==> src/hdl/tqv_pkg.sv <==
// ----------------------------------------------------------------------------
// tqv_pkg
// Shared widths, constants and word types of the tile-to-quad vertex block.
// ----------------------------------------------------------------------------
package tqv_pkg;

  localparam int unsigned ID_W       = 32;
  localparam int unsigned CNT_W      = 16;
  localparam int unsigned TPR_W      = 14;
  localparam int unsigned TSZ_W      = 9;
  localparam int unsigned TEX_DIM_W  = 14;
  localparam int unsigned RGBA_W     = 32;
  localparam int unsigned CELL_W     = 10;
  localparam int unsigned POS_W      = 19;
  localparam int unsigned TEX_W      = 17;
  localparam int unsigned CFG_IDX_W  = 3;
  localparam int unsigned CFG_DATA_W = 32;

  localparam int unsigned MAP_DIM          = 1024;
  localparam int unsigned UV_FRAC_BITS_DEF = 16;

  // restoring divider, quotient bits per cycle
  localparam int unsigned DIV_STEP  = 3;
  localparam int unsigned DIV_W     = TEX_DIM_W;
  localparam int unsigned IDX_W     = CNT_W;
  localparam int unsigned IDX_ITERS = (IDX_W + DIV_STEP - 1) / DIV_STEP;
  localparam int unsigned IDX_QW    = IDX_ITERS * DIV_STEP;
  localparam int unsigned IDX_CW    = $clog2(IDX_ITERS + 1);

  localparam int unsigned QUEUE_DEPTH = 4;

  // corner order (0,0) (1,0) (0,1) (0,1) (1,0) (1,1), bit k = vertex k
  localparam int unsigned NVERT = 6;
  localparam int unsigned VTX_W = $clog2(NVERT);
  localparam logic [NVERT-1:0] CORNER_X = 6'b110010;
  localparam logic [NVERT-1:0] CORNER_Y = 6'b101100;
  localparam logic [VTX_W-1:0] LAST_VTX = VTX_W'(NVERT - 1);

  typedef enum logic [CFG_IDX_W-1:0] {
    REG_FIRST_ID       = 3'd0,
    REG_SET_TILE_COUNT = 3'd1,
    REG_TILES_PER_ROW  = 3'd2,
    REG_TILE_WIDTH     = 3'd3,
    REG_TILE_HEIGHT    = 3'd4,
    REG_TEXTURE_WIDTH  = 3'd5,
    REG_TEXTURE_HEIGHT = 3'd6,
    REG_TINT_RGBA      = 3'd7
  } cfg_reg_t;

  typedef struct packed {
    logic [ID_W-1:0]      first_id;
    logic [CNT_W-1:0]     set_tile_count;
    logic [TPR_W-1:0]     tiles_per_row;
    logic [TSZ_W-1:0]     tile_width;
    logic [TSZ_W-1:0]     tile_height;
    logic [TEX_DIM_W-1:0] texture_width;
    logic [TEX_DIM_W-1:0] texture_height;
    logic [RGBA_W-1:0]    tint_rgba;
  } cfg_t;

  localparam cfg_t CFG_RESET = '{
    first_id:       32'd1,
    set_tile_count: 16'd0,
    tiles_per_row:  14'd1,
    tile_width:     9'd16,
    tile_height:    9'd16,
    texture_width:  14'd256,
    texture_height: 14'd256,
    tint_rgba:      32'hFFFF_FFFF
  };

  typedef struct packed {
    logic [ID_W-1:0]   tile_id;
    logic [CELL_W-1:0] cell_col;
    logic [CELL_W-1:0] cell_row;
  } in_word_t;

  typedef struct packed {
    logic [POS_W-1:0]  pos_x;
    logic [POS_W-1:0]  pos_y;
    logic [TEX_W-1:0]  tex_u;
    logic [TEX_W-1:0]  tex_v;
    logic [RGBA_W-1:0] colour;
    logic              last_vertex;
  } out_word_t;

  // tile queued between front and back
  typedef struct packed {
    logic [IDX_W-1:0]  idx;
    logic [CELL_W-1:0] col;
    logic [CELL_W-1:0] row;
  } q_item_t;

endpackage

==> src/hdl/tqv_front.sv <==
// ----------------------------------------------------------------------------
// tqv_front
// Input register and tile classification: keeps tiles inside the tileset and
// the map, forwards the local index and cell to the queue, drops the rest.
// ----------------------------------------------------------------------------
module tqv_front
  import tqv_pkg::*;
(
  input  logic     clk,
  input  logic     rst_n,
  input  cfg_t     cfg,
  input  logic     in_push,
  output logic     in_full,
  input  in_word_t in_word,
  output logic     q_push,
  input  logic     q_full,
  output q_item_t  q_wdata
);

  logic       f_vld_r, f_vld_nxt;
  in_word_t   f_word_r;
  logic [ID_W:0] diff;
  logic       in_set, in_map, keep, advance, accept;

  assign diff    = {1'b0, f_word_r.tile_id} - {1'b0, cfg.first_id};
  assign in_set  = !diff[ID_W] && (diff[ID_W-1:CNT_W] == '0) &&
                   (diff[CNT_W-1:0] < cfg.set_tile_count);
  assign in_map  = (32'(f_word_r.cell_col) < MAP_DIM) &&
                   (32'(f_word_r.cell_row) < MAP_DIM);
  assign keep    = in_set && in_map;
  assign advance = f_vld_r && (!keep || !q_full);
  assign in_full = f_vld_r && !advance;
  assign accept  = in_push && !in_full;
  assign q_push  = f_vld_r && keep && !q_full;

  always_comb begin
    q_wdata.idx = diff[CNT_W-1:0];
    q_wdata.col = f_word_r.cell_col;
    q_wdata.row = f_word_r.cell_row;
  end

  always_comb begin
    f_vld_nxt = f_vld_r;
    if (accept) begin
      f_vld_nxt = 1'b1;
    end else if (advance) begin
      f_vld_nxt = 1'b0;
    end
  end

  always_ff @(posedge clk) begin
    if (!rst_n) begin
      f_vld_r <= 1'b0;
    end else begin
      f_vld_r <= f_vld_nxt;
    end
  end

  always_ff @(posedge clk) begin
    if (accept) begin
      f_word_r <= in_word;
    end
  end

endmodule

==> src/hdl/tqv_fifo.sv <==
// ----------------------------------------------------------------------------
// tqv_fifo
// Short register queue of classified tiles between front and back.
// ----------------------------------------------------------------------------
module tqv_fifo
  import tqv_pkg::*;
(
  input  logic    clk,
  input  logic    rst_n,
  input  logic    push,
  output logic    full,
  input  q_item_t wdata,
  input  logic    pop,
  output logic    empty,
  output q_item_t rdata
);

  localparam int unsigned PTR_W = $clog2(QUEUE_DEPTH);
  localparam int unsigned CNT_QW = $clog2(QUEUE_DEPTH + 1);

  q_item_t            mem_r [QUEUE_DEPTH];
  logic [PTR_W-1:0]   wptr_r, wptr_nxt, rptr_r, rptr_nxt;
  logic [CNT_QW-1:0]  cnt_r, cnt_nxt;

  assign full  = (cnt_r == CNT_QW'(QUEUE_DEPTH));
  assign empty = (cnt_r == '0);
  assign rdata = mem_r[rptr_r];

  always_comb begin
    wptr_nxt = wptr_r;
    rptr_nxt = rptr_r;
    cnt_nxt  = cnt_r;
    if (push) begin
      wptr_nxt = (wptr_r == PTR_W'(QUEUE_DEPTH - 1)) ? '0 : wptr_r + 1'b1;
    end
    if (pop) begin
      rptr_nxt = (rptr_r == PTR_W'(QUEUE_DEPTH - 1)) ? '0 : rptr_r + 1'b1;
    end
    if (push && !pop) begin
      cnt_nxt = cnt_r + 1'b1;
    end else if (pop && !push) begin
      cnt_nxt = cnt_r - 1'b1;
    end
  end

  always_ff @(posedge clk) begin
    if (!rst_n) begin
      wptr_r <= '0;
      rptr_r <= '0;
      cnt_r  <= '0;
    end else begin
      wptr_r <= wptr_nxt;
      rptr_r <= rptr_nxt;
      cnt_r  <= cnt_nxt;
    end
  end

  always_ff @(posedge clk) begin
    if (push) begin
      mem_r[wptr_r] <= wdata;
    end
  end

endmodule

==> src/hdl/tqv_back.sv <==
// ----------------------------------------------------------------------------
// tqv_back
// Vertex back end: tileset column/row divider, corner multiplies, four-lane
// texture coordinate divider and the six-vertex output stage.
// ----------------------------------------------------------------------------
module tqv_back
  import tqv_pkg::*;
#(
  parameter int unsigned UV_FRAC_BITS = UV_FRAC_BITS_DEF
) (
  input  logic      clk,
  input  logic      rst_n,
  input  cfg_t      cfg,
  input  logic      q_empty,
  output logic      q_pop,
  input  q_item_t   q_rdata,
  output logic      out_empty,
  input  logic      out_pop,
  output out_word_t out_word
);

  localparam int unsigned UV_ITERS = (UV_FRAC_BITS + DIV_STEP - 1) / DIV_STEP;
  localparam int unsigned UV_QW    = UV_ITERS * DIV_STEP;
  localparam int unsigned UV_EXTRA = UV_QW - UV_FRAC_BITS;
  localparam int unsigned UV_CW    = $clog2(UV_ITERS + 1);
  localparam int unsigned UVC_W    = UV_FRAC_BITS + 1;
  localparam int unsigned PROD_W   = IDX_W + 1 + TSZ_W;
  localparam int unsigned NLANE    = 4;

  typedef struct packed {
    logic [DIV_W-1:0]    rem;
    logic [DIV_STEP-1:0] q;
  } step_t;

  function automatic step_t div_step(input logic [DIV_W-1:0] rem_in,
                                     input logic [DIV_STEP-1:0] bits,
                                     input logic [DIV_W-1:0] dvs);
    step_t            s;
    logic [DIV_W:0]   t;
    logic [DIV_W-1:0] r;
    r   = rem_in;
    s.q = '0;
    for (int i = DIV_STEP - 1; i >= 0; i--) begin
      t = {r, bits[i]};
      if (t >= {1'b0, dvs}) begin
        t      = t - {1'b0, dvs};
        s.q[i] = 1'b1;
      end
      r = t[DIV_W-1:0];
    end
    s.rem = r;
    return s;
  endfunction

  function automatic logic [TEX_W-1:0] uv_fin(input logic sat,
                                              input logic [UV_QW-1:0] quo);
    logic [UVC_W-1:0] c;
    c = sat ? {1'b1, {UV_FRAC_BITS{1'b0}}} : UVC_W'(quo >> UV_EXTRA);
    return TEX_W'(c);
  endfunction

  // ---------------- stage A: idx / tiles_per_row ----------------
  logic                a_vld_r, a_vld_nxt;
  logic [IDX_CW-1:0]   a_cnt_r, a_cnt_nxt;
  logic [DIV_W-1:0]    a_rem_r, a_rem_nxt, a_rem_in;
  logic [IDX_QW-1:0]   a_dvd_r, a_dvd_nxt, a_dvd_in, a_quo_r, a_quo_nxt;
  logic [CELL_W-1:0]   a_col_r, a_col_nxt, a_row_r, a_row_nxt;
  logic                a_done, a_run, a_hand, a_load;
  step_t               a_step;

  // ---------------- stage B: multiplies ----------------
  logic                b_vld_r, b_vld_nxt, b_rdy;
  logic [PROD_W-1:0]   b_num_r [NLANE];
  logic [PROD_W-1:0]   b_num_nxt [NLANE];
  logic [POS_W-1:0]    b_px_r [2];
  logic [POS_W-1:0]    b_py_r [2];
  logic [POS_W-1:0]    b_px_nxt [2];
  logic [POS_W-1:0]    b_py_nxt [2];

  // ---------------- stage C: uv divide ----------------
  logic                c_vld_r, c_vld_nxt, c_free, c_load, c_done, c_run, c_hand;
  logic [UV_CW-1:0]    c_cnt_r, c_cnt_nxt;
  logic [DIV_W-1:0]    c_rem_r [NLANE];
  logic [DIV_W-1:0]    c_rem_nxt [NLANE];
  logic [UV_QW-1:0]    c_quo_r [NLANE];
  logic [UV_QW-1:0]    c_quo_nxt [NLANE];
  logic                c_sat_r [NLANE];
  logic                c_sat_nxt [NLANE];
  logic [DIV_W-1:0]    c_dvs [NLANE];
  step_t               c_step [NLANE];
  logic [POS_W-1:0]    c_px_r [2];
  logic [POS_W-1:0]    c_py_r [2];

  // ---------------- stage D: vertex output ----------------
  logic                d_vld_r, d_vld_nxt, d_rdy;
  logic [VTX_W-1:0]    d_k_r, d_k_nxt;
  logic [POS_W-1:0]    d_px_r [2];
  logic [POS_W-1:0]    d_py_r [2];
  logic [TEX_W-1:0]    d_u_r [2];
  logic [TEX_W-1:0]    d_v_r [2];

  // handshakes between stages
  assign a_done = a_vld_r && (a_cnt_r == IDX_CW'(IDX_ITERS));
  assign a_run  = a_vld_r && !a_done;
  assign a_hand = a_done && b_rdy;
  assign a_load = !q_empty && (!a_vld_r || a_hand);
  assign q_pop  = a_load;

  assign c_done = c_vld_r && (c_cnt_r == UV_CW'(UV_ITERS));
  assign c_run  = c_vld_r && !c_done;
  assign c_hand = c_done && d_rdy;
  assign c_free = !c_vld_r || c_hand;
  assign c_load = b_vld_r && c_free;
  assign b_rdy  = !b_vld_r || c_free;

  assign d_rdy  = !d_vld_r || (out_pop && (d_k_r == LAST_VTX));

  // stage A
  assign a_dvd_in = a_load ? IDX_QW'(q_rdata.idx) : a_dvd_r;
  assign a_rem_in = a_load ? '0 : a_rem_r;
  assign a_step   = div_step(a_rem_in, a_dvd_in[IDX_QW-1 -: DIV_STEP],
                             DIV_W'(cfg.tiles_per_row));

  always_comb begin
    a_vld_nxt = a_vld_r;
    a_cnt_nxt = a_cnt_r;
    a_rem_nxt = a_rem_r;
    a_quo_nxt = a_quo_r;
    a_dvd_nxt = a_dvd_r;
    a_col_nxt = a_col_r;
    a_row_nxt = a_row_r;
    if (a_load) begin
      a_vld_nxt = 1'b1;
      a_cnt_nxt = IDX_CW'(1);
      a_rem_nxt = a_step.rem;
      a_quo_nxt = IDX_QW'(a_step.q);
      a_dvd_nxt = a_dvd_in << DIV_STEP;
      a_col_nxt = q_rdata.col;
      a_row_nxt = q_rdata.row;
    end else if (a_run) begin
      a_cnt_nxt = a_cnt_r + 1'b1;
      a_rem_nxt = a_step.rem;
      a_quo_nxt = {a_quo_r[IDX_QW-DIV_STEP-1:0], a_step.q};
      a_dvd_nxt = a_dvd_in << DIV_STEP;
    end else if (a_hand) begin
      a_vld_nxt = 1'b0;
    end
  end

  // stage B: remainder is the tileset column, quotient the tileset row
  always_comb begin
    b_num_nxt[0] = PROD_W'(a_rem_r) * PROD_W'(cfg.tile_width);
    b_num_nxt[1] = (PROD_W'(a_rem_r) + PROD_W'(1)) * PROD_W'(cfg.tile_width);
    b_num_nxt[2] = PROD_W'(a_quo_r[IDX_W-1:0]) * PROD_W'(cfg.tile_height);
    b_num_nxt[3] = (PROD_W'(a_quo_r[IDX_W-1:0]) + PROD_W'(1)) *
                   PROD_W'(cfg.tile_height);
    b_px_nxt[0]  = POS_W'(a_col_r) * POS_W'(cfg.tile_width);
    b_px_nxt[1]  = (POS_W'(a_col_r) + POS_W'(1)) * POS_W'(cfg.tile_width);
    b_py_nxt[0]  = POS_W'(a_row_r) * POS_W'(cfg.tile_height);
    b_py_nxt[1]  = (POS_W'(a_row_r) + POS_W'(1)) * POS_W'(cfg.tile_height);
    b_vld_nxt    = b_vld_r;
    if (a_hand) begin
      b_vld_nxt = 1'b1;
    end else if (c_load) begin
      b_vld_nxt = 1'b0;
    end
  end

  // stage C: lanes u0 u1 v0 v1
  always_comb begin
    c_vld_nxt = c_vld_r;
    c_cnt_nxt = c_cnt_r;
    if (c_load) begin
      c_vld_nxt = 1'b1;
      c_cnt_nxt = UV_CW'(1);
    end else if (c_run) begin
      c_cnt_nxt = c_cnt_r + 1'b1;
    end else if (c_hand) begin
      c_vld_nxt = 1'b0;
    end
    for (int l = 0; l < NLANE; l++) begin
      c_dvs[l]     = (l < 2) ? cfg.texture_width : cfg.texture_height;
      c_step[l]    = div_step(c_load ? b_num_r[l][DIV_W-1:0] : c_rem_r[l], '0,
                              c_dvs[l]);
      c_rem_nxt[l] = c_rem_r[l];
      c_quo_nxt[l] = c_quo_r[l];
      c_sat_nxt[l] = c_sat_r[l];
      if (c_load) begin
        c_rem_nxt[l] = c_step[l].rem;
        c_quo_nxt[l] = UV_QW'(c_step[l].q);
        c_sat_nxt[l] = (b_num_r[l] >= PROD_W'(c_dvs[l]));
      end else if (c_run) begin
        c_rem_nxt[l] = c_step[l].rem;
        c_quo_nxt[l] = {c_quo_r[l][UV_QW-DIV_STEP-1:0], c_step[l].q};
      end
    end
  end

  // stage D
  always_comb begin
    d_vld_nxt = d_vld_r;
    d_k_nxt   = d_k_r;
    if (c_hand) begin
      d_vld_nxt = 1'b1;
      d_k_nxt   = '0;
    end else if (d_vld_r && out_pop) begin
      if (d_k_r == LAST_VTX) begin
        d_vld_nxt = 1'b0;
      end else begin
        d_k_nxt = d_k_r + 1'b1;
      end
    end
  end

  assign out_empty = !d_vld_r;

  always_comb begin
    out_word.pos_x       = CORNER_X[d_k_r] ? d_px_r[1] : d_px_r[0];
    out_word.pos_y       = CORNER_Y[d_k_r] ? d_py_r[1] : d_py_r[0];
    out_word.tex_u       = CORNER_X[d_k_r] ? d_u_r[1] : d_u_r[0];
    out_word.tex_v       = CORNER_Y[d_k_r] ? d_v_r[1] : d_v_r[0];
    out_word.colour      = cfg.tint_rgba;
    out_word.last_vertex = (d_k_r == LAST_VTX);
  end

  // control
  always_ff @(posedge clk) begin
    if (!rst_n) begin
      a_vld_r <= 1'b0;
      a_cnt_r <= '0;
      b_vld_r <= 1'b0;
      c_vld_r <= 1'b0;
      c_cnt_r <= '0;
      d_vld_r <= 1'b0;
      d_k_r   <= '0;
    end else begin
      a_vld_r <= a_vld_nxt;
      a_cnt_r <= a_cnt_nxt;
      b_vld_r <= b_vld_nxt;
      c_vld_r <= c_vld_nxt;
      c_cnt_r <= c_cnt_nxt;
      d_vld_r <= d_vld_nxt;
      d_k_r   <= d_k_nxt;
    end
  end

  // datapath
  always_ff @(posedge clk) begin
    a_rem_r <= a_rem_nxt;
    a_quo_r <= a_quo_nxt;
    a_dvd_r <= a_dvd_nxt;
    a_col_r <= a_col_nxt;
    a_row_r <= a_row_nxt;
    for (int l = 0; l < NLANE; l++) begin
      c_rem_r[l] <= c_rem_nxt[l];
      c_quo_r[l] <= c_quo_nxt[l];
      c_sat_r[l] <= c_sat_nxt[l];
    end
    if (a_hand) begin
      for (int l = 0; l < NLANE; l++) begin
        b_num_r[l] <= b_num_nxt[l];
      end
      for (int j = 0; j < 2; j++) begin
        b_px_r[j] <= b_px_nxt[j];
        b_py_r[j] <= b_py_nxt[j];
      end
    end
    if (c_load) begin
      for (int j = 0; j < 2; j++) begin
        c_px_r[j] <= b_px_r[j];
        c_py_r[j] <= b_py_r[j];
      end
    end
    if (c_hand) begin
      for (int j = 0; j < 2; j++) begin
        d_px_r[j] <= c_px_r[j];
        d_py_r[j] <= c_py_r[j];
        d_u_r[j]  <= uv_fin(c_sat_r[j], c_quo_r[j]);
        d_v_r[j]  <= uv_fin(c_sat_r[j+2], c_quo_r[j+2]);
      end
    end
  end

endmodule

==> src/hdl/tile_to_quad_vertex_gen_unit.sv <==
// ----------------------------------------------------------------------------
// tile_to_quad_vertex_gen_unit
// Turns map tiles of the configured tileset into six quad vertices each.
//
//   port group   dir   handshake              word
//   in_*         in    in_push / in_full      in_word_t  tile id, cell col/row
//   out_*        out   out_pop / out_empty    out_word_t one vertex
//   cfg_*        in    cfg_we                 cfg_idx, cfg_wdata
//
// One tile in range: six result words, one per cycle while out_pop is held.
// Sustained tile rate is set by the six vertex pops and the 3-bit-per-cycle
// texture coordinate divider; stages overlap, so a tile can start before the
// last one's vertices are out. Dropped tiles leave the input register without
// waiting on the queue, even while the queue is full.
// rst_n is synchronous; it empties the pipe and restores register defaults.
// ----------------------------------------------------------------------------
module tile_to_quad_vertex_gen_unit
  import tqv_pkg::*;
#(
  parameter int unsigned UV_FRAC_BITS = UV_FRAC_BITS_DEF
) (
  input  logic                  clk,
  input  logic                  rst_n,
  input  logic                  in_push,
  output logic                  in_full,
  input  in_word_t              in_word,
  output logic                  out_empty,
  input  logic                  out_pop,
  output out_word_t             out_word,
  input  logic                  cfg_we,
  input  logic [CFG_IDX_W-1:0]  cfg_idx,
  input  logic [CFG_DATA_W-1:0] cfg_wdata
);

  cfg_t    cfg_r, cfg_nxt, cfg_eff;
  logic    q_push, q_full, q_pop, q_empty;
  q_item_t q_wdata, q_rdata;

  always_comb begin
    cfg_nxt = cfg_r;
    if (cfg_we) begin
      case (cfg_reg_t'(cfg_idx))
        REG_FIRST_ID:       cfg_nxt.first_id       = cfg_wdata[ID_W-1:0];
        REG_SET_TILE_COUNT: cfg_nxt.set_tile_count = cfg_wdata[CNT_W-1:0];
        REG_TILES_PER_ROW:  cfg_nxt.tiles_per_row  = cfg_wdata[TPR_W-1:0];
        REG_TILE_WIDTH:     cfg_nxt.tile_width     = cfg_wdata[TSZ_W-1:0];
        REG_TILE_HEIGHT:    cfg_nxt.tile_height    = cfg_wdata[TSZ_W-1:0];
        REG_TEXTURE_WIDTH:  cfg_nxt.texture_width  = cfg_wdata[TEX_DIM_W-1:0];
        REG_TEXTURE_HEIGHT: cfg_nxt.texture_height = cfg_wdata[TEX_DIM_W-1:0];
        REG_TINT_RGBA:      cfg_nxt.tint_rgba      = cfg_wdata[RGBA_W-1:0];
        default: begin
        end
      endcase
    end
  end

  always_ff @(posedge clk) begin
    if (!rst_n) begin
      cfg_r <= CFG_RESET;
    end else begin
      cfg_r <= cfg_nxt;
    end
  end

  // zero divisors act as one
  always_comb begin
    cfg_eff = cfg_r;
    if (cfg_r.tiles_per_row == '0) begin
      cfg_eff.tiles_per_row = TPR_W'(1);
    end
    if (cfg_r.texture_width == '0) begin
      cfg_eff.texture_width = TEX_DIM_W'(1);
    end
    if (cfg_r.texture_height == '0) begin
      cfg_eff.texture_height = TEX_DIM_W'(1);
    end
  end

  tqv_front u_front (
    .clk     (clk),
    .rst_n   (rst_n),
    .cfg     (cfg_eff),
    .in_push (in_push),
    .in_full (in_full),
    .in_word (in_word),
    .q_push  (q_push),
    .q_full  (q_full),
    .q_wdata (q_wdata)
  );

  tqv_fifo u_fifo (
    .clk   (clk),
    .rst_n (rst_n),
    .push  (q_push),
    .full  (q_full),
    .wdata (q_wdata),
    .pop   (q_pop),
    .empty (q_empty),
    .rdata (q_rdata)
  );

  tqv_back #(
    .UV_FRAC_BITS (UV_FRAC_BITS)
  ) u_back (
    .clk       (clk),
    .rst_n     (rst_n),
    .cfg       (cfg_eff),
    .q_empty   (q_empty),
    .q_pop     (q_pop),
    .q_rdata   (q_rdata),
    .out_empty (out_empty),
    .out_pop   (out_pop),
    .out_word  (out_word)
  );

endmodule
==> config.mk <==
export PLATFORM = sky130hd
export DESIGN_NAME = tile_to_quad_vertex_gen_unit
export DESIGN_NICKNAME = d
export VERILOG_FILES = /design/src/hdl/tqv_pkg.sv /design/src/hdl/tqv_front.sv /design/src/hdl/tqv_fifo.sv /design/src/hdl/tqv_back.sv /design/src/hdl/tile_to_quad_vertex_gen_unit.sv
export SDC_FILE = /design/constraint.sdc
export NUM_CORES = 2
export LEC_CHECK = 0
export BUFFER_PORTS_ARGS = -buffer_cell sky130_fd_sc_hd__buf_2
export CELL_PAD_IN_SITES_DETAIL_PLACEMENT = 0
export CELL_PAD_IN_SITES_GLOBAL_PLACEMENT = 2
export CORE_MARGIN = 2
export CORE_UTILIZATION = 38
export CTS_CLUSTER_DIAMETER = 200
export DETAILED_ROUTE_END_ITERATION = 6
export GPL_TIMING_DRIVEN = 1
export PLACE_DENSITY = 0.83
export SKIP_CTS_REPAIR_TIMING = 1
export SYNTH_ARGS = -nofsm -noshare
export SYNTH_HDL_FRONTEND = slang
export SYNTH_SLANG_ARGS = --single-unit
==> constraint.sdc <==
create_clock -name clk -period 11.4 [get_ports clk]
set_input_delay 0.57 -clock clk [delete_from_list [all_inputs] [get_ports clk]]
set_output_delay 0.57 -clock clk [all_outputs]
set_load 0.02 [all_outputs]
==> results.tsv <==
metric	value	unit
power_leakage	0.0358	µW
worst_ep_arrival_time	10.52	ns
hpwl	143	mm
synth_flop_cell	edfxtp_1	
drive_above_1_share	9.73	%
cp_data_required_time	11.91	ns
result_of_the_run	finished, final reports clean	
asyncSetResetFlopFracSynth	0	%
clk_pin_slew_worst_setup_hold_paths	0.06	ns
vias_per_cell	5.11	
fin_tns_setup	0	ns
finish.net_count	9201	
cp_common_cell	a21oi_1	
worst_path_largest_cell_delay	0.66	ns
crit_slowest_cell	buf_4	
grt_usage	19.1	%
routedWlPerCell	18.5	µm
yosys_register_bits	954	
finalWirelength	196	mm
syn-mean-instance-area	9.97	µm²
ir_drop	0.452	mV
cts_tree	yes	
worstReg2RegStart	u_back.d_k_r[1]	
clk-insertion-delay-late	0.77	ns
yosysTopAreaCell	edfxtp_1	
yosysSeqAreaShare	34.0	%
routabilityCongestion	0.887	
postPlaceCellArea	0.0807	mm²
max_slew_margin	21.3	%
timing.clock.skew	0.0624	ns
cell_rows	165	
dieArea	0.207	mm²
antenna_found_initial	17	
start_util	38.2	%
clock_tree_root	clkbuf_16	
via_count	54123	
synth_enable_flop_cells	716	
timing.fmax	99.9	MHz
fin_crit_sh	87.8	%
start_kind	flop	
ant_nets	0	
detail_route.drc_violations	0	
end_kind	flop	
time_the_worst_path_needs_with_i_o_delays_and_setup	10.01	ns
power_density	206	mW/mm²
tritoncts.num_buffers	107	
max_cap_viol_count	0	
die-width	455	µm
post_synth_num_cell_types	101	
timing.setup.critical_path_class	flop to flop	
yosys.area.top_type_share	27.9	%
drv_slew	0	
cts-root-to-sink-buffers	3	
hold_path_startpoint	in_word[18]	
startpoint	u_back.d_k_r[1]	
buffers_plus_inverters_on_the_worst_setup_path	4	
gr-total-overflow	0	
hp-class	input pin to flop	
hold_viol_final	0	
core-area	0.202	mm²
ios	199	
critPathMaxFanout	62	
synth_nets	9118	
first_iter_violations	3239	
ys.warnings.count	0	
grt_pass1_vias	55291	
synth.area.top_cells	edfxtp_1 28%, fa_1 16%, ha_1 11%	
syn2layout_area_growth	10.1	%
first_pass_grt_wire_length	312	mm
firstDrtPassIters	5	
worstMarginPinSlew	1.18	ns
die_height	455	µm
clock_sinks	954	
cts.htree.levels	3	
critical-path-top-delay-family	compound AO/OA/AOI/OAI gates	
syn_inst	7738	
setup-violations-final	0	
syn_area	0.0771	mm²
rsz_0062_raised_after_global_routing	no	
post-route-cell-area	0.0849	mm²
portBuffers	198	
largest_net_degree_at_the_start_of_global_routing	146	
[layout by cell type (no fill, tap or decap), types with 56 or more instances in the layout]
master / count
a21o_1: 118
dfxtp_1: 221
a21oi_1: 389
mux2_2: 191
nand3_1: 128
o21a_1: 56
inv_1: 898
edfxtp_1: 716
fa_1: 631
buf_2: 198
xnor2_1: 234
nor2_1: 238
xor2_1: 91
nor3_1: 77
buf_4: 69
nand2b_1: 57
nor2b_1: 146
ha_1: 657
o21ai_0: 252
clkbuf_16: 108
nand2_1: 1296
and2_1: 387
[power by group]
| group | switching (µW) | internal [µW] | total, µW |
|---|---|---|---|
| Sequential | 455 | 4340 | 4800 |
| Combinational | 5090 | 3970 | 9060 |
| Clock | 1530 | 2100 | 3630 |
[area by class of cell]
class / instances / area (µm²)
Clock buffer: 139 / 2940
Multi-Input combinational cell: 5542 / 46100
Clock inverter: 64 / 802
Sequential cell: 954 / 26300
Antenna cell: 7 / 17.5
Tap cell: 2672 / 3340
Timing Repair Buffer: 312 / 1970
Fill cell: 19571 / 117000
Inverter: 904 / 3400
[worst paths after layout]
path | cells after the start | to | slack [ns]
setup / recovery | 40 | u_back.c_rem_r[1][2] | 1.39
hold / removal | 1 | u_front.q_wdata[18] | 0.04
setup reg to reg | 40 | u_back.c_rem_r[1][2] | 1.39
hold reg to reg | 0 | u_back.d_px_r[0][1] | 0.41
[registers in the layout (all words and copies together) (netlist names), 42 cells and up, named ones only]
name,count
u_back.c_rem_r,56
cfg_eff,98
u_fifo.mem_r,144
cfg_r,42
u_back.b_num_r,100
u_back.c_quo_r,72
[kinds of logic (layout without fill, tap and decap cells)]
logic type      count (synthesis)  count (layout)  share of synthesized area [%]
simple gates                 2544            2544                           15.4
buf+inv                      1242            1419                           6.28
flops                         954             954                           34.0
compound gates               1122            1122                           9.12
fa+ha+maj                    1288            1288                           27.0
other cells                     0               7                              0
xor+xnor                      325             325                           3.69
mux                           263             263                           4.40
[through the flow]
step / setup slack [ns] / power, µW / instances / utilization (%) / hold WS, ns
final: 1.39 / 17500 / 10594 / 42.0 / 0.0411
after global routing: 0.576 / 18800 / 10590 / 42.0 / 0.0114
after CTS: 1.38 / 17600 / 10543 / 41.8 / -0.104
after detailed placement: 1.30 / 13800 / 10340 / 40.0 / 0.405
after global placement: 1.57 / 13700 / 10340 / 40.0 / 0.401
after floorplan: 0.0348 / 11800 / 7738 / - / 0.400
[per-layer routing]
layer | global-route usage, % | up-vias | share of wire, %
met1 | 27.0 | 26862 | 48
li1 | - | 26084 | -
met5 | 0 | - | 0
met3 | 2.16 | 207 | 4.0
met2 | 31.2 | 970 | 46
met4 | 4.70 | 0 | 2.1
[synthesized netlist by cell type, types with 36 or more instances]
library cell,n
nor2_1,241
fa_1,631
nand2b_1,57
o21ai_0,252
mux2_2,191
and3_1,40
buf_4,37
nor3_1,78
a211oi_1,42
nor4_1,38
nor2b_1,147
o21a_1,56
xnor2_1,234
and2_1,391
a21o_1,118
a21oi_1,392
nand3_1,128
clkbuf_1,267
inv_1,900
nand4_1,44
edfxtp_1,716
nand2_1,1296
xor2_1,91
mux4_2,36
o21bai_1,39
dfxtp_1,238
ha_1,657
[worst reg2reg max path: cells and delay by family, from the launching register on]
family                   cells  cell delay [ns]
adder cells (fa/ha/maj)      4             1.17
AND/OR/NAND/NOR             10             1.55
flip-flops                   1             0.35
buffers and inverters        4             1.06
multiplexers                 2             0.81
AO/OA/AOI/OAI               20             4.84
Note: power is estimated with default switching activity, not from simulation.
